<file path="config.mk">
export PLATFORM = sky130hd
export DESIGN_NAME = esalu_front
export DESIGN_NICKNAME = d
export VERILOG_FILES = /design/src/rtl/core/esalu_pkg.sv /design/src/rtl/core/esalu_front.sv
export SDC_FILE = /design/constraint.sdc
export NUM_CORES = 1
export LEC_CHECK = 0
export BUFFER_PORTS_ARGS = -buffer_cell sky130_fd_sc_hd__buf_2
export CELL_PAD_IN_SITES_DETAIL_PLACEMENT = 1
export CELL_PAD_IN_SITES_GLOBAL_PLACEMENT = 1
export CORE_ASPECT_RATIO = 1.4
export CORE_MARGIN = 2
export CORE_UTILIZATION = 51
export CTS_CLUSTER_DIAMETER = 80
export DETAILED_ROUTE_END_ITERATION = 12
export HOLD_SLACK_MARGIN = 0.15
export PLACE_DENSITY = 0.86
export SLEW_MARGIN = 20
export SYNTH_ARGS = -nofsm -noshare
export SYNTH_HDL_FRONTEND = slang
export SYNTH_SLANG_ARGS = --single-unit
</file>
<file path="constraint.sdc">
create_clock -name i_clk -period 5.7 [get_ports i_clk]
set_clock_uncertainty 0.1 [all_clocks]
set_input_delay 0.285 -clock i_clk [delete_from_list [all_inputs] [get_ports i_clk]]
set_output_delay 0.285 -clock i_clk [all_outputs]
set_load 0.01 [all_outputs]
</file>
<file path="src/rtl/core/esalu_pkg.sv">
package esalu_pkg;

    localparam int DATA_W = 32;
    localparam int QDIV_W = 33;
    localparam int QUEUE_DEPTH = 4;

    typedef enum logic [2:0] {
        T_U8  = 3'd0,
        T_S8  = 3'd1,
        T_U16 = 3'd2,
        T_S16 = 3'd3,
        T_S32 = 3'd4,
        T_U32 = 3'd5
    } t_etype;

    typedef enum logic [4:0] {
        OP_ADD = 5'd0, OP_SUB = 5'd1, OP_MUL = 5'd2, OP_DIV = 5'd3, OP_MOD = 5'd4,
        OP_AND = 5'd5, OP_OR = 5'd6, OP_XOR = 5'd7, OP_ANDN = 5'd8, OP_SHIFT = 5'd9,
        OP_MAX = 5'd10, OP_MIN = 5'd11, OP_MEAN = 5'd12, OP_NEG = 5'd13,
        OP_EQ = 5'd14, OP_GT = 5'd15, OP_GE = 5'd16, OP_LT = 5'd17, OP_LE = 5'd18,
        OP_NE = 5'd19
    } t_op;

    localparam logic [1:0] ADDR_ETYPE = 2'd0;
    localparam logic [1:0] ADDR_OP    = 2'd1;

    // decoded word passed from front to back
    typedef struct packed {
        logic              valid_type;
        logic              sgn;
        logic [1:0]        wsel;     // 0: 8, 1: 16, 2: 32
        logic [4:0]        op;
        logic signed [QDIV_W-1:0] a;  // decoded values, sign or zero extended by type
        logic signed [QDIV_W-1:0] b;
        logic [DATA_W-1:0] pa;        // masked patterns
        logic [DATA_W-1:0] pb;
    } t_item;

endpackage

</file>
<file path="src/rtl/core/esalu_front.sv">
module esalu_front (
    input  logic                         i_clk,
    input  logic                         i_rst_n,
    input  logic                         i_valid,
    output logic                         o_ready,
    input  logic [esalu_pkg::DATA_W-1:0] i_a,
    input  logic [esalu_pkg::DATA_W-1:0] i_b,
    input  logic [2:0]                   i_etype,
    input  logic [4:0]                   i_op,
    output logic                         o_valid,
    input  logic                         i_ready,
    output esalu_pkg::t_item             o_item
);
    import esalu_pkg::*;

    t_item                          n_item;
    logic [$clog2(QUEUE_DEPTH)-1:0] r_wp, r_rp;
    logic [$clog2(QUEUE_DEPTH):0]   r_cnt;
    t_item                          r_q [QUEUE_DEPTH];
    logic                           push, pop;

    always_comb begin
        n_item = '0;
        n_item.op = i_op;
        n_item.valid_type = 1'b1;
        unique case (i_etype)
            T_U8: begin
                n_item.wsel = 2'd0;
                n_item.pa = {24'd0, i_a[7:0]};
                n_item.pb = {24'd0, i_b[7:0]};
                n_item.a = {25'd0, i_a[7:0]};
                n_item.b = {25'd0, i_b[7:0]};
            end
            T_S8: begin
                n_item.wsel = 2'd0;
                n_item.sgn = 1'b1;
                n_item.pa = {24'd0, i_a[7:0]};
                n_item.pb = {24'd0, i_b[7:0]};
                n_item.a = {{25{i_a[7]}}, i_a[7:0]};
                n_item.b = {{25{i_b[7]}}, i_b[7:0]};
            end
            T_U16: begin
                n_item.wsel = 2'd1;
                n_item.pa = {16'd0, i_a[15:0]};
                n_item.pb = {16'd0, i_b[15:0]};
                n_item.a = {17'd0, i_a[15:0]};
                n_item.b = {17'd0, i_b[15:0]};
            end
            T_S16: begin
                n_item.wsel = 2'd1;
                n_item.sgn = 1'b1;
                n_item.pa = {16'd0, i_a[15:0]};
                n_item.pb = {16'd0, i_b[15:0]};
                n_item.a = {{17{i_a[15]}}, i_a[15:0]};
                n_item.b = {{17{i_b[15]}}, i_b[15:0]};
            end
            T_S32: begin
                n_item.wsel = 2'd2;
                n_item.sgn = 1'b1;
                n_item.pa = i_a;
                n_item.pb = i_b;
                n_item.a = {i_a[31], i_a};
                n_item.b = {i_b[31], i_b};
            end
            T_U32: begin
                n_item.wsel = 2'd2;
                n_item.pa = i_a;
                n_item.pb = i_b;
                n_item.a = {1'b0, i_a};
                n_item.b = {1'b0, i_b};
            end
            default: n_item.valid_type = 1'b0;
        endcase
    end

    assign o_ready = (r_cnt != QUEUE_DEPTH[$clog2(QUEUE_DEPTH):0]);
    assign o_valid = (r_cnt != '0);
    assign o_item  = r_q[r_rp];
    assign push    = i_valid && o_ready;
    assign pop     = o_valid && i_ready;

    always_ff @(posedge i_clk) begin
        if (!i_rst_n) begin
            r_wp  <= '0;
            r_rp  <= '0;
            r_cnt <= '0;
        end else begin
            if (push) r_wp <= r_wp + 1'b1;
            if (pop)  r_rp <= r_rp + 1'b1;
            r_cnt <= r_cnt + {{$clog2(QUEUE_DEPTH){1'b0}}, push}
                           - {{$clog2(QUEUE_DEPTH){1'b0}}, pop};
        end
        if (push) r_q[r_wp] <= n_item;
    end

endmodule

</file>
# Yosys cells after proc, flatten, opt, wreduce, memory -nomap -nowiden
# Memory sizes are Yosys's and may differ from the RTL's. A register that Yosys moved wholly into a read port is not among the register bits.
# Cells that the tools add are included.
# W data, S select, Z words.
[totals]
reg_bits = 7
latch_bits = 0
ram_bits = 556
mem_bits_ro = 0
input_bits = 76
out_inout_bits = 141
elab_cells = 30
mem_count = 1
[op_classes]
addsub = 4
n_mul = 0
div = 0
magnitude_cmp = 0
n_eq_ne = 6
shift = 0
muxes = 8
bitwise_logic = 0
n_reduce_logical = 8
[memory_table]
columns = ["name", "depth", "word_bits", "rd", "rd_clocked_by_memory_dff", "wr", "line", "source"]
rows = [
  ["r_q", 4, 139, 1, 1, 1, "esalu_front.sv:19", "t_item r_q [QUEUE_DEPTH];"],
]
[ops]
columns = ["cell", "n"]
rows = [
  ["$pmux W130 S6", 1],
  ["$eq A3 B2 Y1 const B", 2],
  ["$eq A3 B3 Y1 const B", 2],
  ["$reduce_or A6 Y1", 1],
  ["$add A2 B1 Y2 const B", 2],
  ["$mux W1", 4],
  ["$mux W2", 2],
  ["$pmux W2 S2", 1],
  ["$reduce_or A2 Y1", 2],
  ["$add A3 B1 Y3", 1],
  ["$eq A3 B1 Y1 const B", 1],
  ["$logic_not A3 Y1", 1],
  ["$ne A3 B3 Y1 const B", 1],
  ["$reduce_bool A3 Y1", 1],
  ["$reduce_or A3 Y1", 1],
  ["$sub A3 B1 Y3", 1],
  ["$logic_and A1 B1 Y1", 2],
]

# Longest topological paths before layout
[logic_depth]
depth_word = 4
ltp_mapped = 11
mapped_depth_nobuf = 11

# Least setup slack after synthesis
# Ideal clock, no wire load.
[synth_timing]
path_type = "reg-to-reg"
startpoint = "reg r_cnt[1]"
endpoint = "mem r_q[0][100] (netlist name) (enable)"
setup_time_ps = 497
t_arrival_ps = 3756
path_slack_ps = 1348
stages_incl_launch_ff = 4
path_buffers = 0
synth_period_minus_slack_ps = 4352
cell_sequence = "dfxtp_1 nor2_1 a21boi_1 and2_1"
[synth_between]
elab_chain_cells = 4
[synth_lines]
columns = ["item", "line", "source"]
rows = [
  ["start: declaration", "esalu_front.sv:18", "logic [$clog2(QUEUE_DEPTH):0] r_cnt;"],
  ["start signal: assignment", "esalu_front.sv:90", "r_cnt <= r_cnt + {{$clog2(QUEUE_DEPTH){1'b0}}, push}"],
  ["$ne A3 B3 Y1", "esalu_front.sv:76", "assign o_ready = (r_cnt != QUEUE_DEPTH[$clog2(QUEUE_DEPTH):0]);"],
  ["$logic_and A1 B1 Y1", "esalu_front.sv:79", "assign push = i_valid && o_ready;"],
  ["$mux W1", "esalu_front.sv:93", "if (push) r_q[r_wp] <= n_item;"],
  ["$mux W1 (implied by the code)", "esalu_front.sv:93", ""],
  ["end: declaration", "esalu_front.sv:19", ""],
]
# Every way passes these cells.

==> key figures <==
STA
  • Fin crit period: 3.104 ns
  • Worst rel slew slack: roughly 31%
  • Achievable frequency: 322.2 MHz
  • Final setup fails: 0
  • Worst-margin pin slew: between 1 and 1.5 ns
  • RSZ-0062 raised after global routing: false
  • Final Max Slew Viols: 0
  • Final hold violations: 0
  • Period utilisation layout: 54.46%
  • TNS Setup: 0 ns

Routing
  • DRT Wirelength: ~42000 um
  • Vias per cell: 5.593
  • DRC: 0
  • Pre-antenna DRT Iters: 7
  • Initial DRC count: between 600 and 700
  • Routed Antenna Nets: 0
  • Drt wl/cell: roughly 25 um
  • Routed vias: between 9000 and 10000

GRT
  • Number of global-route vias before repair: about 10000
  • Global-route track usage on met2: about two fifths
  • Largest net degree at the start of global routing: between 100 and 150
  • Most Used Layer, Global Route: met2
  • Global-route wire length before repair: between 60000 and 70000 um
  • Initial antenna violation count: 1
  • Total congestion overflow: 0
  • GRT Overall Usage: between 20 and 25%
  • GR Layer Usage met1: between 20% and 30%
  • M3 GR Usage: roughly 3.4%

Synthesis
  • Most instantiated library cell after synthesis: edfxtp_1
  • Unique masters post-synth: 28
  • Number of flops mapped to enable cells by yosys: between 400 and 500
  • Synthesized area: 19160 um2
  • Primary FF master, synth: edfxtp_1
  • Syn_nets: roughly 960
  • Synth area leaders: edfxtp_1 77%, mux4_2 14%, nand2_1 1.5%
  • Synth top cells by count: 492 x edfxtp_1, 123 x mux4_2, 74 x nand2_1
  • Avg Inst Size Synth: ~22 um2
  • Synth Instances: just under 900
  • Post-synthesis sequential area ratio: 78.07%
  • Top-area cell type share of the netlist area: between 70% and 80%
  • Top cell type by total area after synthesis: edfxtp_1
  • Async S/R FF share, synth: 0%
  • Register bit total from synthesis: around 500
  • Synthesis Warnings: 0

Worst setup path
  • Worst path top cell family by delay: buffers and inverters
  • CP arrival: between 2 and 3 ns
  • CP Capture Type: output pin
  • Slowest CP cell: dfxtp_4
  • Critical Path RT: roughly 5.3 ns
  • CP max FO: 50
  • Critical path's largest stage delay: around 0.78 ns
  • Critical Path Source Type: register
  • WP buf/inv: 2
  • CP Class: register to output pin
  • Cell chain of the critical path: buf_4 > mux4_2 > buf_2

CTS
  • Clock Tree Root: clkbuf_16
  • Worst-Skew Late Latency: approximately 0.55 ns
  • Htree depth: 2
  • Clk sinks: 501
  • Clock Pin Slew Worst Setup and Hold Paths: 0.06 ns
  • CTS max path bufs: 3
  • Cts repair resizes: 0
  • CTS tree: done
  • CTS buffer count: between 40 and 50

Finish
  • Ant diodes: 0
  • Final #Nets: between 1000 and 1500
  • Layout cells sized above 1: a little over a third
  • Synth-to-Final Area Change: 19.18%
  • Fin cells: between 1500 and 2000

Placed design
  • RePlAce Congestion: 0.7336
  • Dpl cells: between 1500 and 2000
  • Buffers on Ports: roughly 220
  • DPL Wire Length: about 25000 um

Floorplan
  • Die width: approximately 170 um
  • I/O pins: approximately 220
  • Die height: approximately 230 um
  • Die area: 39150 um2
  • Core ar.: 37310 um2
  • Initial Utilization: slightly above 50%
  • # rows: 84

Pwr
  • PD cells: between 400 and 500 nW/um2
  • VDD IR max: between 0.3 and 0.4 mV
  • Leak: about 8 nW

Outcome
  • Status: finished, final reports clean

Hold path
  • HP Class: input pin to register

Run
  • Max Cap Viol: 0
[flip-flops by register name (all words and copies together), names as in the netlist, named ones only]
signal and cells:
r_q 492, r_rp 2, r_wp 2, r_cnt 3
[where the power goes]
part | internal, mW | total, mW | switching (mW)
clock | 1.69 | 2.97 | 1.28
sequential | 4.50 | 4.67 | 0.171
combinational | 1.06 | 2.32 | 1.26
[area by class of cell]
cell class,instances,area [um2]
clock buffer,54,1202
sequential,501,14960
clock inverter,30,247.7
fill,3083,14480
timing repair buffer,300,1964
multi-input combinational,286,3730
tap,473,591.8
inverter,35,131.4
[worst paths after layout]
path	from	to	slack, ns	depth (start not counted)
min reg2reg	r_wp[1]$_SDFFE_PN0P_	r_wp[1]$_SDFFE_PN0P_	0.42	2
max reg2reg	r_cnt[1]$_SDFF_PN0_	r_q[0][24]$_DFFE_PP_	2.76	4
min	i_etype[0]	r_q[2][129]$_DFFE_PP_	0.19	4
max	register	o_item[132]	2.60	3
[cell families (layout without fill, tap and decap cells)]
group	Yosys count	count (layout)	synth area share, %
XOR/XNOR	5	5	0.2286
multiplexers	127	127	14.68
buffers and inverters	88	419	2.613
AND/OR/NAND/NOR	144	144	3.782
adder cells (fa/ha/maj)	7	7	0.4964
AO/OA/AOI/OAI	3	3	0.1307
flip-flops	501	501	78.07
[layout by cell type, fill, tap and decap left out]
cell           count
inv_6              1
clkinvlp_4         1
or3_1              1
and2_4             4
mux2i_1            2
bufinv_16          4
xor2_4             1
a21boi_1           1
or2_2              1
edfxtp_1         492
clkinv_2          13
dfxtp_1            7
buf_12             4
buf_4              6
nor2_1             1
buf_2            216
o31a_1             1
o311ai_0           1
and2_1            37
inv_1             35
nor2b_1            5
nor2b_4            1
mux2_2             2
nand2_1           74
clkbuf_1           7
ha_1               6
nor3b_1            2
clkbuf_16         47
dfxtp_4            2
or2b_1             1
clkinv_4           1
dlygate4sd3_1     73
nand2b_1          17
mux4_2           123
buf_16             1
xnor2_1            4
fa_1               1
clkinv_1          10
[worst register-to-register path: stages (launching register included)]
cell and delay [ns]:
dfxtp_1 0.44, nor2_1 0.11, a21boi_1 0.54, and2_4 0.80
buf_12 0.52
[per-layer routing]
layer	vias up	routed length, um
li1	4073	-
met1	4913	15820
met2	321	22920
met3	84	2026
met4	0	1394
met5	-	0
[timing repair]
action | CTS | global route
hold endpoints to repair | 417 | 0
hold buffers | 73 | 0
buffers inserted | 0 | 0
[stage by stage]
stage	utilization, %	total power [mW]	cell area [um2]	setup WS, ns	hold WS (ns)
global route	61.19	10.33	22830	2.406	0.2126
global placement	55.24	6.957	20610	2.798	0.3853
detailed placement	55.24	7.039	20610	2.724	0.4167
floorplan	-	6.252	19160	1.348	0.2839
finish	61.19	9.962	22830	2.596	0.1926
CTS	61.08	10.04	22790	2.276	0.1526
(Power assumes the default switching activity.)
